--- src/rtl/mffr_pkg.sv ---
// ----------------------------------------------------------------------------
// Multi-format frame receiver package
// Shared constants, types and helper functions for the frame receiver.
// ----------------------------------------------------------------------------
`default_nettype none

package mffr_pkg;

  // Frame store geometry.
  localparam int BUF_LEN = 64;
  localparam int IDX_W   = $clog2(BUF_LEN);
  localparam int CNT_W   = IDX_W + 1;

  // Command queue between the front and the back.
  localparam int CQ_DEPTH = 4;
  localparam int CQ_PTR_W = $clog2(CQ_DEPTH);
  localparam int CQ_CNT_W = CQ_PTR_W + 1;

  // Byte values that the receiver recognizes.
  localparam logic [7:0] BYTE_ZIGBEE = 8'h55;
  localparam logic [7:0] BYTE_HDR0   = 8'hC1;
  localparam logic [7:0] BYTE_HDR1   = 8'hC2;
  localparam logic [7:0] BYTE_HDR2   = 8'hC3;
  localparam logic [7:0] BYTE_HDR3   = 8'hC4;
  localparam logic [7:0] BYTE_CR     = 8'h0D;
  localparam logic [7:0] BYTE_LF     = 8'h0A;
  localparam logic [7:0] BYTE_B      = 8'h42;
  localparam logic [7:0] BYTE_U      = 8'h55;
  localparam logic [7:0] BYTE_S      = 8'h53;
  localparam logic [7:0] BYTE_Y      = 8'h59;

  // Word length that raises the enter-mode event, and the custom header length.
  localparam logic [CNT_W-1:0] WORD_LEN = CNT_W'(4);
  localparam logic [CNT_W-1:0] HDR_LEN  = CNT_W'(4);
  localparam logic [CNT_W-1:0] BUF_FULL = CNT_W'(BUF_LEN);

  // Frame hunting mode.
  typedef enum logic [1:0] {
    MODE_IDLE   = 2'd0,
    MODE_ZIGBEE = 2'd1,
    MODE_CUSTOM = 2'd2,
    MODE_WORD   = 2'd3
  } mode_t;

  // Kind of a result item.
  typedef enum logic [1:0] {
    EVT_ZIGBEE = 2'd0,
    EVT_CUSTOM = 2'd1,
    EVT_ENTER  = 2'd2
  } evt_t;

  // Operations queued from the front to the back.
  typedef enum logic [2:0] {
    OP_WR1     = 3'd0,
    OP_WR2     = 3'd1,
    OP_WR_EMIT = 3'd2,
    OP_EMIT    = 3'd3,
    OP_EVENT   = 3'd4
  } op_t;

  // Back sequencer state.
  typedef enum logic [1:0] {
    B_IDLE = 2'd0,
    B_WR2  = 2'd1,
    B_EMIT = 2'd2
  } back_state_t;

  // One queued command.
  typedef struct packed {
    op_t              op;
    logic [IDX_W-1:0] addr;
    logic [7:0]       d0;
    logic [7:0]       d1;
    logic [CNT_W-1:0] len;
    evt_t             evt;
  } cmd_t;

  // Mode that a byte opens when it is taken as the first byte of a frame.
  function automatic mode_t start_mode(input logic [7:0] b);
    mode_t m;
    if (b == BYTE_ZIGBEE) begin
      m = MODE_ZIGBEE;
    end else if (b == BYTE_HDR0) begin
      m = MODE_CUSTOM;
    end else if (b == BYTE_B) begin
      m = MODE_WORD;
    end else begin
      m = MODE_IDLE;
    end
    return m;
  endfunction

  // True when a byte stored at a header position breaks the C1 C2 C3 C4 header.
  function automatic logic hdr_miss(input logic [CNT_W-1:0] idx, input logic [7:0] b);
    logic miss;
    miss = ((idx == CNT_W'(1)) && (b != BYTE_HDR1)) ||
           ((idx == CNT_W'(2)) && (b != BYTE_HDR2)) ||
           ((idx == CNT_W'(3)) && (b != BYTE_HDR3));
    return miss;
  endfunction

endpackage

`default_nettype wire

--- src/rtl/multi_format_frame_receiver_top.sv ---
// ----------------------------------------------------------------------------
// Multi-format frame receiver
// Hunts received serial bytes for zigbee, custom and word frames and plays
// completed frames out as bursts of bytes.
// ----------------------------------------------------------------------------
// Usage:
//   The in_ channel carries one received byte per request in in_tdata and the
//   clear flag for the latched enter-mode state in in_tuser. The out_ channel
//   carries one frame byte per request: out_tuser gives the kind (zigbee byte,
//   custom byte or enter-mode event), out_tdata the byte and its position, and
//   out_tlast marks the final byte of a burst.
//   The front takes one byte per cycle as long as the four-entry command queue
//   has room; a byte causes at most one command. The back does store writes,
//   a stored CR with the byte after it as a pair, and bursts of n bytes, one
//   byte per cycle while the receiver takes them, from the single read port of
//   the frame store. A burst's first byte passes the queue, the idle and emit
//   states (just idle for enter mode), the read stage and the output register.
//   Reset returns the block to hunting with no pending output; the frame store
//   is not cleared. When the receiver stalls, the output register holds its
//   request, the back stops, the queue fills and in_tready then falls.
// ----------------------------------------------------------------------------
`default_nettype none

module multi_format_frame_receiver_top (
  input  wire logic        clk,
  input  wire logic        rst_n,
  input  wire logic        in_tvalid,
  output logic             in_tready,
  input  wire logic [7:0]  in_tdata,   // rx_byte
  input  wire logic [0:0]  in_tuser,   // clear_enter_mode
  output logic             out_tvalid,
  input  wire logic        out_tready,
  output logic [15:0]      out_tdata,  // data_byte [7:0], byte_index [13:8], zero fill
  output logic [1:0]       out_tuser,  // event_res
  output logic             out_tlast   // last
);
  import mffr_pkg::*;

  cmd_t push_cmd, head_cmd;
  logic cq_push, cq_full, cq_pop, cq_nempty;

  mffr_front u_front (
    .clk       (clk),
    .rst_n     (rst_n),
    .in_tvalid (in_tvalid),
    .in_tready (in_tready),
    .in_tdata  (in_tdata),
    .in_tuser  (in_tuser),
    .cq_full   (cq_full),
    .cq_push   (cq_push),
    .cq_cmd    (push_cmd)
  );

  mffr_cmd_fifo u_cq (
    .clk      (clk),
    .rst_n    (rst_n),
    .push     (cq_push),
    .push_cmd (push_cmd),
    .full     (cq_full),
    .pop      (cq_pop),
    .head_cmd (head_cmd),
    .nempty   (cq_nempty)
  );

  mffr_back u_back (
    .clk        (clk),
    .rst_n      (rst_n),
    .cmd        (head_cmd),
    .cmd_vld    (cq_nempty),
    .cmd_pop    (cq_pop),
    .out_tvalid (out_tvalid),
    .out_tready (out_tready),
    .out_tdata  (out_tdata),
    .out_tuser  (out_tuser),
    .out_tlast  (out_tlast)
  );

endmodule

`default_nettype wire

--- src/rtl/mffr_front.sv ---
// ----------------------------------------------------------------------------
// Frame receiver front
// Accepts received bytes, tracks the frame mode and issues store and emit
// commands to the back through the command queue.
// ----------------------------------------------------------------------------
`default_nettype none

module mffr_front (
  input  wire logic          clk,
  input  wire logic          rst_n,
  input  wire logic          in_tvalid,
  output logic               in_tready,
  input  wire logic [7:0]    in_tdata,   // rx_byte
  input  wire logic [0:0]    in_tuser,   // clear_enter_mode
  input  wire logic          cq_full,
  output logic               cq_push,
  output mffr_pkg::cmd_t     cq_cmd
);
  import mffr_pkg::*;

  mode_t            mode_r, mode_nxt;
  logic [CNT_W-1:0] count_r, count_nxt;
  logic             cr_r, cr_nxt;
  logic             latched_r, latched_nxt;
  logic             hdr_bad_r, hdr_bad_nxt;
  logic [7:0]       len_r, len_nxt;

  logic             in_acc;
  logic             latched_eff;
  logic [7:0]       b;
  logic [CNT_W-1:0] c1, c2;
  logic [7:0]       len_eff;
  logic [8:0]       len_end;
  logic [8:0]       c1_wide;
  logic             do_start;
  mode_t            st_mode;
  logic             cmd_vld;
  cmd_t             cmd;

  // A request is taken whenever the queue can hold the command it may cause.
  always_comb begin
    in_tready = !cq_full;
    in_acc    = in_tvalid && !cq_full;
  end

  assign b           = in_tdata;
  assign latched_eff = latched_r && !in_tuser[0];
  assign c1          = count_r + CNT_W'(1);
  assign c2          = count_r + CNT_W'(2);
  assign st_mode     = start_mode(b);
  assign len_eff     = (count_r == CNT_W'(1)) ? b : len_r;
  assign len_end     = {1'b0, len_eff} + 9'd2;
  assign c1_wide     = 9'(c1);

  // Next frame state and the command that the byte causes.
  always_comb begin
    mode_nxt    = mode_r;
    count_nxt   = count_r;
    cr_nxt      = cr_r;
    latched_nxt = latched_r;
    hdr_bad_nxt = hdr_bad_r;
    len_nxt     = len_r;
    do_start    = 1'b0;
    cmd_vld     = 1'b0;
    cmd.op      = OP_WR1;
    cmd.addr    = count_r[IDX_W-1:0];
    cmd.d0      = b;
    cmd.d1      = b;
    cmd.len     = count_r;
    cmd.evt     = EVT_ZIGBEE;

    if (in_acc) begin
      latched_nxt = latched_eff;
      unique case (mode_r)
        MODE_ZIGBEE: begin
          len_nxt = len_eff;
          cmd_vld = 1'b1;
          if (c1_wide == len_end) begin
            cmd.op    = OP_WR_EMIT;
            cmd.len   = c1;
            mode_nxt  = MODE_IDLE;
            count_nxt = '0;
            cr_nxt    = 1'b0;
          end else if ((c1_wide > len_end) || (c1 >= BUF_FULL)) begin
            mode_nxt  = MODE_IDLE;
            count_nxt = '0;
            cr_nxt    = 1'b0;
          end else begin
            count_nxt = c1;
          end
        end
        MODE_CUSTOM: begin
          cmd.evt = EVT_CUSTOM;
          if (cr_r) begin
            if (b == BYTE_LF) begin
              // End of a custom frame: emit it only with the full header.
              if ((count_r >= HDR_LEN) && !hdr_bad_r) begin
                cmd_vld = 1'b1;
                cmd.op  = OP_EMIT;
              end
              mode_nxt  = MODE_IDLE;
              count_nxt = '0;
              cr_nxt    = 1'b0;
            end else begin
              // A lone CR is stored, then the byte after it if room is left.
              cr_nxt  = 1'b0;
              cmd_vld = 1'b1;
              cmd.d0  = BYTE_CR;
              if (c1 >= BUF_FULL) begin
                cmd.op    = OP_WR1;
                mode_nxt  = MODE_IDLE;
                count_nxt = '0;
              end else begin
                cmd.op      = OP_WR2;
                hdr_bad_nxt = hdr_bad_r || hdr_miss(count_r, BYTE_CR) || hdr_miss(c1, b);
                if (c2 >= BUF_FULL) begin
                  mode_nxt  = MODE_IDLE;
                  count_nxt = '0;
                end else begin
                  count_nxt = c2;
                end
              end
            end
          end else if (b == BYTE_CR) begin
            cr_nxt = 1'b1;
          end else begin
            cmd_vld     = 1'b1;
            hdr_bad_nxt = hdr_bad_r || hdr_miss(count_r, b);
            if (c1 >= BUF_FULL) begin
              mode_nxt  = MODE_IDLE;
              count_nxt = '0;
            end else begin
              count_nxt = c1;
            end
          end
        end
        MODE_WORD: begin
          if ((b != BYTE_U) && (b != BYTE_S) && (b != BYTE_Y)) begin
            do_start = 1'b1;
          end else if (c1 == WORD_LEN) begin
            count_nxt = c1;
            if (!latched_eff) begin
              latched_nxt = 1'b1;
              cmd_vld     = 1'b1;
              cmd.op      = OP_EVENT;
              cmd.evt     = EVT_ENTER;
            end
          end else if (c1 > WORD_LEN) begin
            do_start = 1'b1;
          end else begin
            count_nxt = c1;
          end
        end
        default: begin
          do_start = 1'b1;
        end
      endcase

      // Take the byte as the first byte of a new frame.
      if (do_start) begin
        mode_nxt    = st_mode;
        cr_nxt      = 1'b0;
        hdr_bad_nxt = 1'b0;
        if (st_mode != MODE_IDLE) begin
          count_nxt = CNT_W'(1);
          cmd_vld   = 1'b1;
          cmd.op    = OP_WR1;
          cmd.addr  = '0;
        end else begin
          count_nxt = '0;
        end
      end
    end
  end

  // Queue write port.
  always_comb begin
    cq_push = in_acc && cmd_vld;
    cq_cmd  = cmd;
  end

  // Frame state registers.
  always_ff @(posedge clk) begin
    if (!rst_n) begin
      mode_r    <= MODE_IDLE;
      count_r   <= '0;
      cr_r      <= 1'b0;
      latched_r <= 1'b0;
      hdr_bad_r <= 1'b0;
    end else begin
      mode_r    <= mode_nxt;
      count_r   <= count_nxt;
      cr_r      <= cr_nxt;
      latched_r <= latched_nxt;
      hdr_bad_r <= hdr_bad_nxt;
    end
  end

  // The length byte of a zigbee frame needs no reset.
  always_ff @(posedge clk) begin
    len_r <= len_nxt;
  end

endmodule

`default_nettype wire

--- src/rtl/mffr_cmd_fifo.sv ---
// ----------------------------------------------------------------------------
// Frame receiver command queue
// A small first-in first-out queue of commands from the front to the back.
// ----------------------------------------------------------------------------
`default_nettype none

module mffr_cmd_fifo (
  input  wire logic           clk,
  input  wire logic           rst_n,
  input  wire logic           push,
  input  wire mffr_pkg::cmd_t push_cmd,
  output logic                full,
  input  wire logic           pop,
  output mffr_pkg::cmd_t      head_cmd,
  output logic                nempty
);
  import mffr_pkg::*;

  cmd_t                entry_r [CQ_DEPTH];
  logic [CQ_PTR_W-1:0] wr_ptr_r, wr_ptr_nxt;
  logic [CQ_PTR_W-1:0] rd_ptr_r, rd_ptr_nxt;
  logic [CQ_CNT_W-1:0] cnt_r, cnt_nxt;
  logic                do_push, do_pop;

  // Status and head entry.
  always_comb begin
    full     = (cnt_r == CQ_CNT_W'(CQ_DEPTH));
    nempty   = (cnt_r != '0);
    head_cmd = entry_r[rd_ptr_r];
    do_push  = push && !full;
    do_pop   = pop && nempty;
  end

  // Pointer and fill count update.
  always_comb begin
    wr_ptr_nxt = do_push ? wr_ptr_r + CQ_PTR_W'(1) : wr_ptr_r;
    rd_ptr_nxt = do_pop ? rd_ptr_r + CQ_PTR_W'(1) : rd_ptr_r;
    cnt_nxt    = cnt_r;
    if (do_push && !do_pop) begin
      cnt_nxt = cnt_r + CQ_CNT_W'(1);
    end else if (do_pop && !do_push) begin
      cnt_nxt = cnt_r - CQ_CNT_W'(1);
    end
  end

  always_ff @(posedge clk) begin
    if (!rst_n) begin
      wr_ptr_r <= '0;
      rd_ptr_r <= '0;
      cnt_r    <= '0;
    end else begin
      wr_ptr_r <= wr_ptr_nxt;
      rd_ptr_r <= rd_ptr_nxt;
      cnt_r    <= cnt_nxt;
    end
  end

  // Entry storage.
  always_ff @(posedge clk) begin
    if (do_push) begin
      entry_r[wr_ptr_r] <= push_cmd;
    end
  end

endmodule

`default_nettype wire

--- src/rtl/mffr_back.sv ---
// ----------------------------------------------------------------------------
// Frame receiver back
// Holds the frame store, carries out queued writes and plays stored frames
// out as bursts through a read stage and an output register.
// ----------------------------------------------------------------------------
`default_nettype none

module mffr_back (
  input  wire logic           clk,
  input  wire logic           rst_n,
  input  wire mffr_pkg::cmd_t cmd,
  input  wire logic           cmd_vld,
  output logic                cmd_pop,
  output logic                out_tvalid,
  input  wire logic           out_tready,
  output logic [15:0]         out_tdata,  // data_byte, byte_index, zero fill
  output logic [1:0]          out_tuser,  // event_res
  output logic                out_tlast   // last
);
  import mffr_pkg::*;

  logic [7:0]       mem [BUF_LEN];

  back_state_t      state_r, state_nxt;
  logic [IDX_W-1:0] idx_r, last_idx_r, wr_addr_r;
  logic [7:0]       wr_data_r;
  evt_t             kind_r;

  // Read stage.
  logic             rd_vld_r;
  logic [7:0]       rdata_r;
  logic             rd_zero_r;
  evt_t             rd_kind_r;
  logic [IDX_W-1:0] rd_idx_r;
  logic             rd_last_r;

  // Output register.
  logic             out_vld_r;
  logic [7:0]       out_data_r;
  evt_t             out_kind_r;
  logic [IDX_W-1:0] out_idx_r;
  logic             out_last_r;

  logic             out_load, room;
  logic             we, rd_en, issue, iss_zero, iss_last, iss_emit;
  logic [IDX_W-1:0] waddr, raddr, iss_idx;
  logic [7:0]       wdata;
  evt_t             iss_kind;
  logic             emit_last;

  assign out_load  = rd_vld_r && (!out_vld_r || out_tready);
  assign room      = !rd_vld_r || out_load;
  assign emit_last = (idx_r == last_idx_r);

  // Sequencer next state.
  always_comb begin
    state_nxt = state_r;
    unique case (state_r)
      B_IDLE: begin
        if (cmd_vld) begin
          unique case (cmd.op)
            OP_WR2:               state_nxt = B_WR2;
            OP_WR_EMIT, OP_EMIT:  state_nxt = B_EMIT;
            default:              state_nxt = B_IDLE;
          endcase
        end
      end
      B_WR2:   state_nxt = B_IDLE;
      B_EMIT: begin
        if (room && emit_last) begin
          state_nxt = B_IDLE;
        end
      end
      default: state_nxt = B_IDLE;
    endcase
  end

  // Sequencer outputs: store writes, reads and queue pops.
  always_comb begin
    cmd_pop  = 1'b0;
    we       = 1'b0;
    waddr    = cmd.addr;
    wdata    = cmd.d0;
    rd_en    = 1'b0;
    raddr    = idx_r;
    issue    = 1'b0;
    iss_zero = 1'b0;
    iss_kind = kind_r;
    iss_idx  = idx_r;
    iss_last = emit_last;
    iss_emit = 1'b0;
    unique case (state_r)
      B_IDLE: begin
        if (cmd_vld) begin
          unique case (cmd.op)
            OP_WR1, OP_WR2, OP_WR_EMIT: begin
              cmd_pop  = 1'b1;
              we       = 1'b1;
              iss_emit = (cmd.op == OP_WR_EMIT);
            end
            OP_EMIT: begin
              cmd_pop  = 1'b1;
              iss_emit = 1'b1;
            end
            OP_EVENT: begin
              if (room) begin
                cmd_pop  = 1'b1;
                issue    = 1'b1;
                iss_zero = 1'b1;
                iss_kind = EVT_ENTER;
                iss_idx  = '0;
                iss_last = 1'b1;
              end
            end
            default: cmd_pop = 1'b1;
          endcase
        end
      end
      B_WR2: begin
        we    = 1'b1;
        waddr = wr_addr_r;
        wdata = wr_data_r;
      end
      B_EMIT: begin
        if (room) begin
          rd_en = 1'b1;
          issue = 1'b1;
        end
      end
      default: begin
      end
    endcase
  end

  // Sequencer registers.
  always_ff @(posedge clk) begin
    if (!rst_n) begin
      state_r <= B_IDLE;
    end else begin
      state_r <= state_nxt;
    end
  end

  // Burst and second-write bookkeeping.
  always_ff @(posedge clk) begin
    if (iss_emit) begin
      idx_r      <= '0;
      last_idx_r <= IDX_W'(cmd.len - CNT_W'(1));
      kind_r     <= cmd.evt;
    end else if ((state_r == B_EMIT) && issue) begin
      idx_r <= idx_r + IDX_W'(1);
    end
    if (cmd_pop) begin
      wr_addr_r <= cmd.addr + IDX_W'(1);
      wr_data_r <= cmd.d1;
    end
  end

  // Frame store.
  always_ff @(posedge clk) begin
    if (we) begin
      mem[waddr] <= wdata;
    end
    if (rd_en) begin
      rdata_r <= mem[raddr];
    end
  end

  // Read stage and output register valid flags.
  always_ff @(posedge clk) begin
    if (!rst_n) begin
      rd_vld_r  <= 1'b0;
      out_vld_r <= 1'b0;
    end else begin
      if (issue) begin
        rd_vld_r <= 1'b1;
      end else if (out_load) begin
        rd_vld_r <= 1'b0;
      end
      if (out_load) begin
        out_vld_r <= 1'b1;
      end else if (out_tready) begin
        out_vld_r <= 1'b0;
      end
    end
  end

  // Read stage and output register payload.
  always_ff @(posedge clk) begin
    if (issue) begin
      rd_zero_r <= iss_zero;
      rd_kind_r <= iss_kind;
      rd_idx_r  <= iss_idx;
      rd_last_r <= iss_last;
    end
    if (out_load) begin
      out_data_r <= rd_zero_r ? 8'h00 : rdata_r;
      out_kind_r <= rd_kind_r;
      out_idx_r  <= rd_idx_r;
      out_last_r <= rd_last_r;
    end
  end

  always_comb begin
    out_tvalid = out_vld_r;
    out_tdata  = {2'b00, 6'(out_idx_r), out_data_r};
    out_tuser  = out_kind_r;
    out_tlast  = out_last_r;
  end

endmodule

`default_nettype wire

--- config.mk ---
export PLATFORM = sky130hd
export DESIGN_NAME = multi_format_frame_receiver_top
export DESIGN_NICKNAME = d
export VERILOG_FILES = /design/src/rtl/mffr_pkg.sv /design/src/rtl/multi_format_frame_receiver_top.sv /design/src/rtl/mffr_front.sv /design/src/rtl/mffr_cmd_fifo.sv /design/src/rtl/mffr_back.sv
export SDC_FILE = /design/constraint.sdc
export NUM_CORES = 1
export LEC_CHECK = 0
export BUFFER_PORTS_ARGS = -buffer_cell sky130_fd_sc_hd__buf_2
export CORE_MARGIN = 3
export CORE_UTILIZATION = 25
export DETAILED_ROUTE_END_ITERATION = 16
export HOLD_SLACK_MARGIN = 0.12
export PLACE_DENSITY = 0.35
export REMOVE_ABC_BUFFERS = 1
export SYNTH_ARGS = -nofsm -noshare
export SYNTH_HDL_FRONTEND = slang
export SYNTH_SLANG_ARGS = --single-unit
--- constraint.sdc ---
create_clock -name clk -period 5 [get_ports clk]
set_input_delay 1.25 -clock clk [delete_from_list [all_inputs] [get_ports clk]]
set_output_delay 1.25 -clock clk [all_outputs]
set_load 0.05 [all_outputs]
# [After elaboration in Yosys (flattened, before gate mapping)]
# Memory sizes are Yosys's and may differ from the RTL's. A register that Yosys moved wholly into a read port is not among the register bits.
# Index checks and enable logic that the tools add are counted.
# W data, S select, Z words.
[classes] add_sub_neg=10 n_lt_le_gt_ge=5 n_eq_ne=41 muxes=125 n_reduce_logical=57
[ops] cell="$mux W7" count=14
[ops] cell="$mux W1" count=53
[ops] cell="$mux W2" count=25
[ops] cell="$mux W8" count=5
[ops] cell="$mux W6" count=5
[ops] cell="$eq A7 B2 Y1 const B" count=4
[ops] cell="$mux W9" count=3
[ops] cell="$ne A8 B7 Y1 const B" count=3
[ops] cell="$ne A8 B8 Y1 const B" count=3
[ops] cell="$mux W3" count=7
[ops] cell="$pmux W7 S3" count=1
[ops] cell="$logic_and A1 B1 Y1" count=19
[ops] cell="$mux W17" count=1
[ops] cell="$eq A8 B4 Y1 const B" count=2
[ops] cell="$eq A8 B7 Y1 const B" count=2
[ops] cell="$pmux W2 S2" count=4
[ops] cell="$eq A7 B1 Y1 const B" count=2
[ops] cell="$ge A7 B7 Y1 const B" count=2
[ops] cell="$add A6 B1 Y6 const B" count=2
[ops] cell="$logic_or A1 B1 Y1" count=12
[ops] cell="$pmux W1 S2" count=5
[ops] cell="$reduce_and A5 Y1" count=2
[ops] cell="$reduce_bool A2 Y1" count=5
[ops] cell="$add A8 B2 Y9 const B" count=1
[ops] cell="other kinds (37)" count=56
[totals] reg_bits=86 ram_bits=648 in_bits=13 out_inout_bits=21 wordCells=265 mem_count=2
[memory_table] memory="u_back.mem" depth=64 word_bits=8 rd=1 rd_ports_with_merged_regs=1 wr=1 line_no="mffr_back.sv:22" rtl="logic [7:0] mem [BUF_LEN];"
[memory_table] memory="u_cq.entry_r" depth=4 word_bits=34 rd=1 rd_ports_with_merged_regs=1 wr=1 line_no="mffr_cmd_fifo.sv:19" rtl="cmd_t entry_r [CQ_DEPTH];"

# [Logic depth before layout (Yosys ltp)]
# Gate-level depths: netlist of run 1.
[logic_depth] depth_word=15 mapped_depth=14 depth_no_buf=13

# [Modules after synthesis]
# A second synthesis of run 1 with hierarchy kept.
[hier_totals] hier_cells=1721 hier_area_um2=30714.5
[modules_own_cells] mod="mffr_back" instances=1 cells_each=1163 area_each_um2=22759.3 seq_area_each_um2=17286.6
[modules_own_cells] mod="mffr_cmd_fifo" instances=1 cells_each=226 area_each_um2=5439.0 seq_area_each_um2=4264.1
[modules_own_cells] mod="mffr_front" instances=1 cells_each=332 area_each_um2=2516.2 seq_area_each_um2=480.5

# [Worst setup path before layout of run 1]
# OpenSTA, ideal clock, no wires.
[synth_path] path_kind="input port to flip-flop" start="in in_tdata[5]" end="reg u_cq.cnt_r[2]" setup_time_ns=0.076 arrival_time_ns=4.018 t_required_ns=4.924 path_slack_ns=0.907 stages=11 path_buffers=1 path_cell_list="or4b_1 or3_1 buf_6 o311a_1 o22ai_4 ha_1 inv_1 fa_1 xor2_1 or3_1 a21boi_0"
[synth_between] elab_chain_cells=13 word_cells_on_any_way=32 cone_classes="eq/ne (8); mux (15); reduce/logical (9)"
[synth_lines] element="start, declared" line_no="multi_format_frame_receiver_top.sv:29" rtl="input wire logic [7:0] in_tdata,"
[synth_lines] element="$ne A8 B7 Y1 or $eq A8 B7 Y1 (tied branches)" line_no="mffr_front.sv:138, mffr_pkg.sv:85"
[synth_lines] element="$logic_and A1 B1 Y1 or $mux W2 (tied branches)" line_no="mffr_front.sv:138, mffr_pkg.sv:85"
[synth_lines] element="$logic_and A1 B1 Y1 or $mux W2 (tied branches)" line_no="mffr_front.sv:138, mffr_pkg.sv:83"
[synth_lines] element="$mux W1 or $mux W2 (tied branches)" line_no="mffr_front.sv:138, mffr_pkg.sv:81"
[synth_lines] element="$pmux W1 S3, or another cell as far along" line_no="mffr_front.sv:74" rtl="unique case (mode_r)"
[synth_lines] element="$mux W1 (on tied branches)" line_no="mffr_front.sv:164, mffr_front.sv:72"
[synth_lines] element="$mux W1 *" line_no="mffr_front.sv:160" rtl="if (do_start) begin"
[synth_lines] element="$mux W1 *" line_no="mffr_front.sv:72" rtl="if (in_acc) begin"
[synth_lines] element="$logic_and A1 B1 Y1 *" line_no="mffr_front.sv:178" rtl="cq_push = in_acc && cmd_vld;"
[synth_lines] element="$logic_and A1 B1 Y1 *" line_no="mffr_cmd_fifo.sv:30" rtl="do_push = push && !full;"
[synth_lines] element="via u_cq.do_push" line_no="mffr_cmd_fifo.sv:23" rtl="logic do_push, do_pop;"
[synth_lines] element="$logic_not A1 Y1" line_no="mffr_cmd_fifo.sv:41" rtl="end else if (do_pop && !do_push) begin"
[synth_lines] element="$logic_and A1 B1 Y1" line_no="mffr_cmd_fifo.sv:41"
[synth_lines] element="$reduce_bool A2 Y1 (no source line)"
[synth_lines] element="end signal, assigned" line_no="mffr_cmd_fifo.sv:54" rtl="cnt_r <= cnt_nxt;"
[synth_lines] element="end, declared" line_no="mffr_cmd_fifo.sv:22" rtl="logic [CQ_CNT_W-1:0] cnt_r, cnt_nxt;"
# Mark *: on every way through the listed nets, which the timed path passes. The rest lies on a longest branch. The select of a mux whose other input is x is not followed.
# A chain may end at the register's enable or synchronous reset.

==> reports/results.tsv, run 1 <==
stage	metric	value	unit
status	status	finished, final reports clean	
pwr	total chip power	18.7	mW
layout	Fillers	11627	
route	WL/cell	23.9	um
pwr	switching portion of total power	29.1	%
critical_path	worst r2r path cells	13	
critical_path	worst reg2reg endpoint	u_cq.entry_r[3][7]	
pwr	clock share of power	34.8	%
global_routing	largest net degree at the start of global routing	65	
yosys	number of library cell types mapped by synthesis	80	
clock_network	hold_buf cts	0	
floorplanning	# rows	126	
global_routing	first-pass GRT wire length	117	mm
placement	setup slack at placement	550	ps
global_routing	GRT Resource Usage Total	12.8	%
critical_path	crit path max fanout	13	
critical_path	CP Launch Type	flip-flop	
critical_path	crit path kind	flip-flop to flip-flop	
layout	nets	1715	
placement	gpl congestion	0.775	
sta	final setup TNS	0	ps
placement	Post-DP HPWL	50.3	mm
worst_hold_path	min-delay src	u_back.rd_idx_r[5]	
clock_network	Clock Path Buffers	3	
floorplanning	die area	125000	um2
sta	Final min period	4180	ps
worst_hold_path	Min-Delay Path Class	flip-flop to flip-flop	
layout	layout cells sized above 1	28.2	%
yosys	Yosys reg bits	740	
sta	Hold Fails Final Rpt	0	
sta	RSZ-0062 raised after global routing	false	
global_routing	vias in the first global route	15707	
clock_network	clk root buf	clkbuf_16	
route	Pre-antenna DRT Iters	5	
pwr	Comb power frac	22.3	%
pwr	Flop pwr share	42.9	%
pwr	Pleak	11.1	nW
route	# DRC	0	
route	Vias/cell	4.46	
floorplanning	# IOs	34	
layout	post-route cell area	35700	um2
layout	antenna fix cells	0	
sta	pins over their slew limit	0	
route	DRT Wirelength	80.0	mm
clock_network	clk sinks	740	
sta	clock skew	52.2	ps
critical_path	FF-to-FF Start	u_front.count_r[3]	
sta	measured slew at the worst slew-check pin	1110	ps
critical_path	CP Data Arrival Time	4610	ps
clock_network	Clk Latency, worst-skew pair	670	ps
sta	final setup violation count	0	
job	Max Cap Viol	0	
sta	period utilization	83.7	%
layout	highest-count cells in the layout ignoring fill and taps	edfxtp_1, mux4_2, nor2_1	
floorplanning	effective utilization at floorplan	25.4	%
yosys	number of synthesized flops with an enable pin	709	
layout	register area	21900	um2
worst_hold_path	Worst Hold Depth	0	
placement	IO buf count	31	
clock_network	post-CTS sizing	0	
global_routing	global route overflow	0	
pwr	Pwr Density	523	nW/um2
yosys	Gate Count Post-Synth	1537	
yosys	synth warn	0	
worst_hold_path	hold path endpoint	u_back.out_idx_r[5]	
pwr	sw power	5.44	mW
floorplanning	die width	354	um
pwr	VDD IR max	0.285	mV
global_routing	initial antenna violation count	5	
critical_path	critical path capture point type	flip-flop	
sta	hold_ws	403	ps
yosys	Synth Cell Area	30200	um2
sta	f_max	239	MHz
route	antenna-violating nets left	0	
sta	Rel. slew slack	25.7	%
yosys	Avg Cell Area, Syn	19.7	um2
floorplanning	die height	354	um
route	DR vias	14925	
clock_network	clock-pin slew on the worst setup and hold paths	60	ps
sta	final setup margin	816	ps
layout	commonest non-fill, non-tap cell in the layout	edfxtp_1	
yosys	sequential area share after synthesis	72.5	%
clock_network	CTS buffer count	88	
layout	area grow syn2layout	18.2	%
critical_path	Critical Path RT	5420	ps
yosys	share of flip-flops with an asynchronous set or reset	0	%
clock_network	Post-CTS Repair Setup Buffers	0	
critical_path	FF-to-FF setup slack	820	ps
route	drt initial violations	1037	
pwr	Internal	13.2	mW
placement	DP Area	32800	um2
layout	Multi-input gate area	7850	um2
floorplanning	area of the core	119000	um2
clock_network	CTS tree	yes	
yosys	Synth Flop Type	edfxtp_1	
clock_network	H-tree Lvls	3	
-- synthesized netlist by cell type, types with 19 or more instances --
cell,n,area (um2)
xnor2_1,21,184
edfxtp_1,709,21300
clkbuf_1,35,131
nor2_1,107,402
and2_1,19,119
mux4_2,201,4530
nor2b_1,24,150
dfxtp_1,31,621
nand2_1,48,180
inv_1,24,90.1
nand3_1,29,145
ha_1,28,350
-- power groups by stage --
stage,registers [mW],clock network [mW],logic [mW]
4_1_cts,8.03,6.73,4.37
5_1_grt,8.06,6.99,4.56
3_5_place_dp,8.16,0,4.37
6_report,8.01,6.50,4.17
3_3_place_gp,8.15,0,4.33
2_1_floorplan,8.51,0,2.55
-- critical path: stages (launching register included) --
cell     delay [ps]
dfxtp_1         460
nor4_1          660
nand3_1         160
buf_4           230
mux2_2          270
ha_1            290
nand2_1         100
xnor2_1         140
ha_1            300
nand4_1         130
nor2_1          130
nand4_1         390
nor3_1          340
xor2_1          350
-- how the worst max path moves through the flow --
stage / startpoint / to / cells past startpoint
after floorplan: u_back.idx_r[0] / u_back.rdata_r[0] / 3
after global placement: in_tdata[5] / u_cq.cnt_r[2] / 11
after detailed placement: in_tdata[5] / u_cq.cnt_r[2] / 11
after CTS: u_front.count_r[3] / u_cq.entry_r[3][7] / 13
after global routing: u_front.count_r[3] / u_cq.entry_r[3][7] / 13
final: u_front.count_r[3] / u_cq.entry_r[3][7] / 13
-- kinds of logic after synthesis --
logic type      Yosys count  synth area share [%]
buf+inv                 104                  1.63
compound gates           87                  2.29
other cells               1                0.0124
fa+ha+maj                29                  1.22
simple gates            301                  5.03
mux                     236                  16.2
xor+xnor                 39                  1.13
flops                   740                  72.5
-- state kept, by name, indices dropped and copies added, names as in the netlist, 7 cells and up, named ones only --
name and count:
u_back.mem 512, u_cq.entry_r 132, u_back.out_data_r 8, u_back.rdata_r 8, u_back.wr_data_r 8, u_front.len_r 8, u_front.count_r 7
-- metal layers --
metal  GRT usage (%)  vias to the layer above  wire (um)
met1            18.0                     7918      37000
li1                -                     6549          -
met5               0                        -          0
met4            3.71                        0       2110
met2            20.1                      329      37400
met3            2.53                      129       3550
-- per-stage QoR --
step	instances	util, %
finish	3343	30.0
global route	3343	30.0
CTS	3343	30.0
detailed placement	3183	27.6
global placement	3183	27.6
floorplan	1459	-
-- area by class of cell --
| class | count | share of cell area (%) |
|---|---|---|
| multi-input cells | 694 | 22.0 |
| repair buffers | 124 | 2.67 |
| well taps | 1600 | 5.60 |
| clock inverters | 47 | 1.74 |
| clock buffers | 113 | 6.45 |
| inverters | 25 | 0.263 |
| flip-flops and latches | 740 | 61.3 |
Note: power is estimated with default switching activity, not from simulation.
==> run 2, diff against run 1 <==
==> constraint.sdc (replaced) <==
create_clock -name clk -period 4.27 [get_ports clk]
set_input_delay 1.0675 -clock clk [delete_from_list [all_inputs] [get_ports clk]]
set_output_delay 1.0675 -clock clk [all_outputs]
set_load 0.05 [all_outputs]
==> run 2 against run 1 <==
Via count increased by 0.47%. Combinational power grew 18%. Clock power is 9.4% higher. Total power increased by 15%. Register-to-register slack lost 400 ps. Worst hold slack improved by 14 ps. Die area did not move. Cell area grew 0.45%. Sequential power is 18% higher. Critical path type unchanged. Largest power group unchanged.
==> reports/results.tsv, run 2 (synthesis results as in run 1) <==
stage	metric	value	unit	change
route	Pre-antenna DRT Iters	5		unchanged
sta	period utilization	90.3	%	+6.6 points
critical_path	Critical Path RT	4720	ps	-700 ps
placement	Post-DP HPWL	51.8	mm	+3.1%
clock_network	clock-pin slew on the worst setup and hold paths	50	ps	about the same
sta	hold_ws	417	ps	+14.3 ps
pwr	Pleak	11.3	nW	+1.5%
route	drt initial violations	1046		+0.87%
clock_network	CTS tree	yes		
global_routing	vias in the first global route	15913		+1.3%
sta	Hold Fails Final Rpt	0		unchanged
route	# DRC	0		unchanged
clock_network	hold_buf cts	0		unchanged
layout	layout cells sized above 1	30.1	%	+1.9 points
route	DR vias	14995		+0.47%
route	Vias/cell	4.43		-0.87%
clock_network	Clock Path Buffers	3		unchanged
critical_path	crit path kind	flip-flop to flip-flop		
layout	highest-count cells in the layout ignoring fill and taps	edfxtp_1, mux4_2, buf_4		
sta	f_max	259	MHz	+8.5%
layout	max reg flops	512		unchanged
layout	Top Registers	u_back.mem (512), u_cq.entry_r (132)		
pwr	total chip power	21.5	mW	+15%
global_routing	first-pass GRT wire length	119	mm	+1.5%
route	Post-Route M1 WL	37.9	mm	+2.4%
floorplanning	# rows	126		unchanged
clock_network	Clk Latency, worst-skew pair	660	ps	about the same
clock_network	clk sinks	740		unchanged
floorplanning	effective utilization at floorplan	25.4	%	unchanged
placement	gpl congestion	0.781		+0.81%
layout	non-filler cells, final	3388		+1.3%
layout	post-route cell area	35900	um2	+0.45%
floorplanning	area of the core	119000	um2	unchanged
worst_hold_path	Min-Delay Path Class	flip-flop to flip-flop		
critical_path	crit path max fanout	10		-3
route	met3 routed WL	3.10	mm	-13%
sta	RSZ-0062 raised after global routing	false		
critical_path	critical path capture point type	flip-flop		
floorplanning	die area	125000	um2	unchanged
clock_network	Post-CTS Repair Setup Buffers	0		unchanged
sta	clock skew	39.5	ps	-12.7 ps
clock_network	H-tree Lvls	3		unchanged
critical_path	CP Launch Type	flip-flop		
placement	DP Area	33200	um2	+1.1%
clock_network	post-CTS sizing	0		unchanged
sta	pins over their slew limit	0		unchanged
layout	commonest non-fill, non-tap cell in the layout	edfxtp_1		
layout	area grow syn2layout	18.8	%	
job	Max Cap Viol	0		unchanged
sta	final setup violation count	0		unchanged
route	uppermost layer routed	met4		
pwr	VDD IR max	0.280	mV	-1.9%
sta	Final min period	3860	ps	-328 ps
global_routing	GRT Resource Usage Total	13.0	%	+0.20 points
layout	antenna fix cells	0		unchanged
sta	measured slew at the worst slew-check pin	1220	ps	+115 ps
floorplanning	die height	354	um	unchanged
route	met2 routed WL	38.3	mm	+2.5%
status	status	finished, final reports clean		
clock_network	clk root buf	clkbuf_16		
clock_network	CTS buffer count	87		-1.1%
placement	placed cell count	3227		+1.4%
route	WL/cell	24.0	um	+0.19%
layout	nets	1758		+2.5%
sta	final setup TNS	0	ps	unchanged
sta	Rel. slew slack	18.4	%	-7.3 points
global_routing	largest net degree at the start of global routing	65		unchanged
global_routing	initial antenna violation count	3		-2
global_routing	global route overflow	0		unchanged
critical_path	CP Data Arrival Time	4300	ps	-310 ps
placement	IO buf count	31		unchanged
floorplanning	die width	354	um	unchanged
layout	Largest Register	u_back.mem		
route	DRT Wirelength	81.3	mm	+1.5%
route	antenna-violating nets left	0		unchanged
floorplanning	# IOs	34		unchanged
pwr	Pwr Density	598	nW/um2	+14%
-- run 2: changes by cell type in the layout (fill, tap and decap cells not counted), sizes merged --
cell / change
buf: +44
inv: -1
clkinv: +13
clkbuf: -3
bufinv: -8
-- run 2: power breakdown --
part           internal (mW)  switching [mW]
Clock                   4.10            3.01
Sequential              9.11           0.318
Combinational           1.90            3.03
Total                   15.1            6.36
-- run 2: worst max-delay path, stage by stage, from the launching register on --
cell and delay (ps):
dfxtp_1 390, nor4_1 360, buf_4 190, nand3_1 170, mux2_2 320, ha_1 290, nand2_1 110, xnor2_1 150
ha_1 300, nand4_1 140, nor2_1 130, nand4_1 430, nor3_1 400, xor2_1 280
-- run 2: area by class of cell --
cell class | instances | area, um2
fill | 11578 | 83100
sequential | 740 | 21900
multi-input combinational | 694 | 7850
timing repair buffer | 168 | 1300
clock buffer | 110 | 2300
clock inverter | 51 | 438
tap | 1600 | 2000
inverter | 25 | 93.8
-- run 2: layer usage --
metal / vias up / global-route usage [%]
li1: 6640 / -
met1: 7955 / 18.3
met2: 286 / 20.7
met3: 114 / 2.31
met4: 0 / 3.78
met5: - / 0
-- run 2: final timing paths --
kind	startpoint	end	slack [ps]	depth (start not counted)
max	u_front.count_r[6]	u_cq.entry_r[0][7]	410	13
min	u_back.rd_idx_r[2]	u_back.out_idx_r[2]	420	0
max reg2reg	u_front.count_r[6]	u_cq.entry_r[0][7]	410	13
min reg2reg	u_back.rd_idx_r[2]	u_back.out_idx_r[2]	420	0
-- run 2: metrics by stage --
stage	worst slack (ps)	utilization, %
final	415	30.2
after global routing	68.5	30.2
after CTS	408	30.2
after detailed placement	231	27.9
after global placement	247	27.9
after floorplan	-2970	-
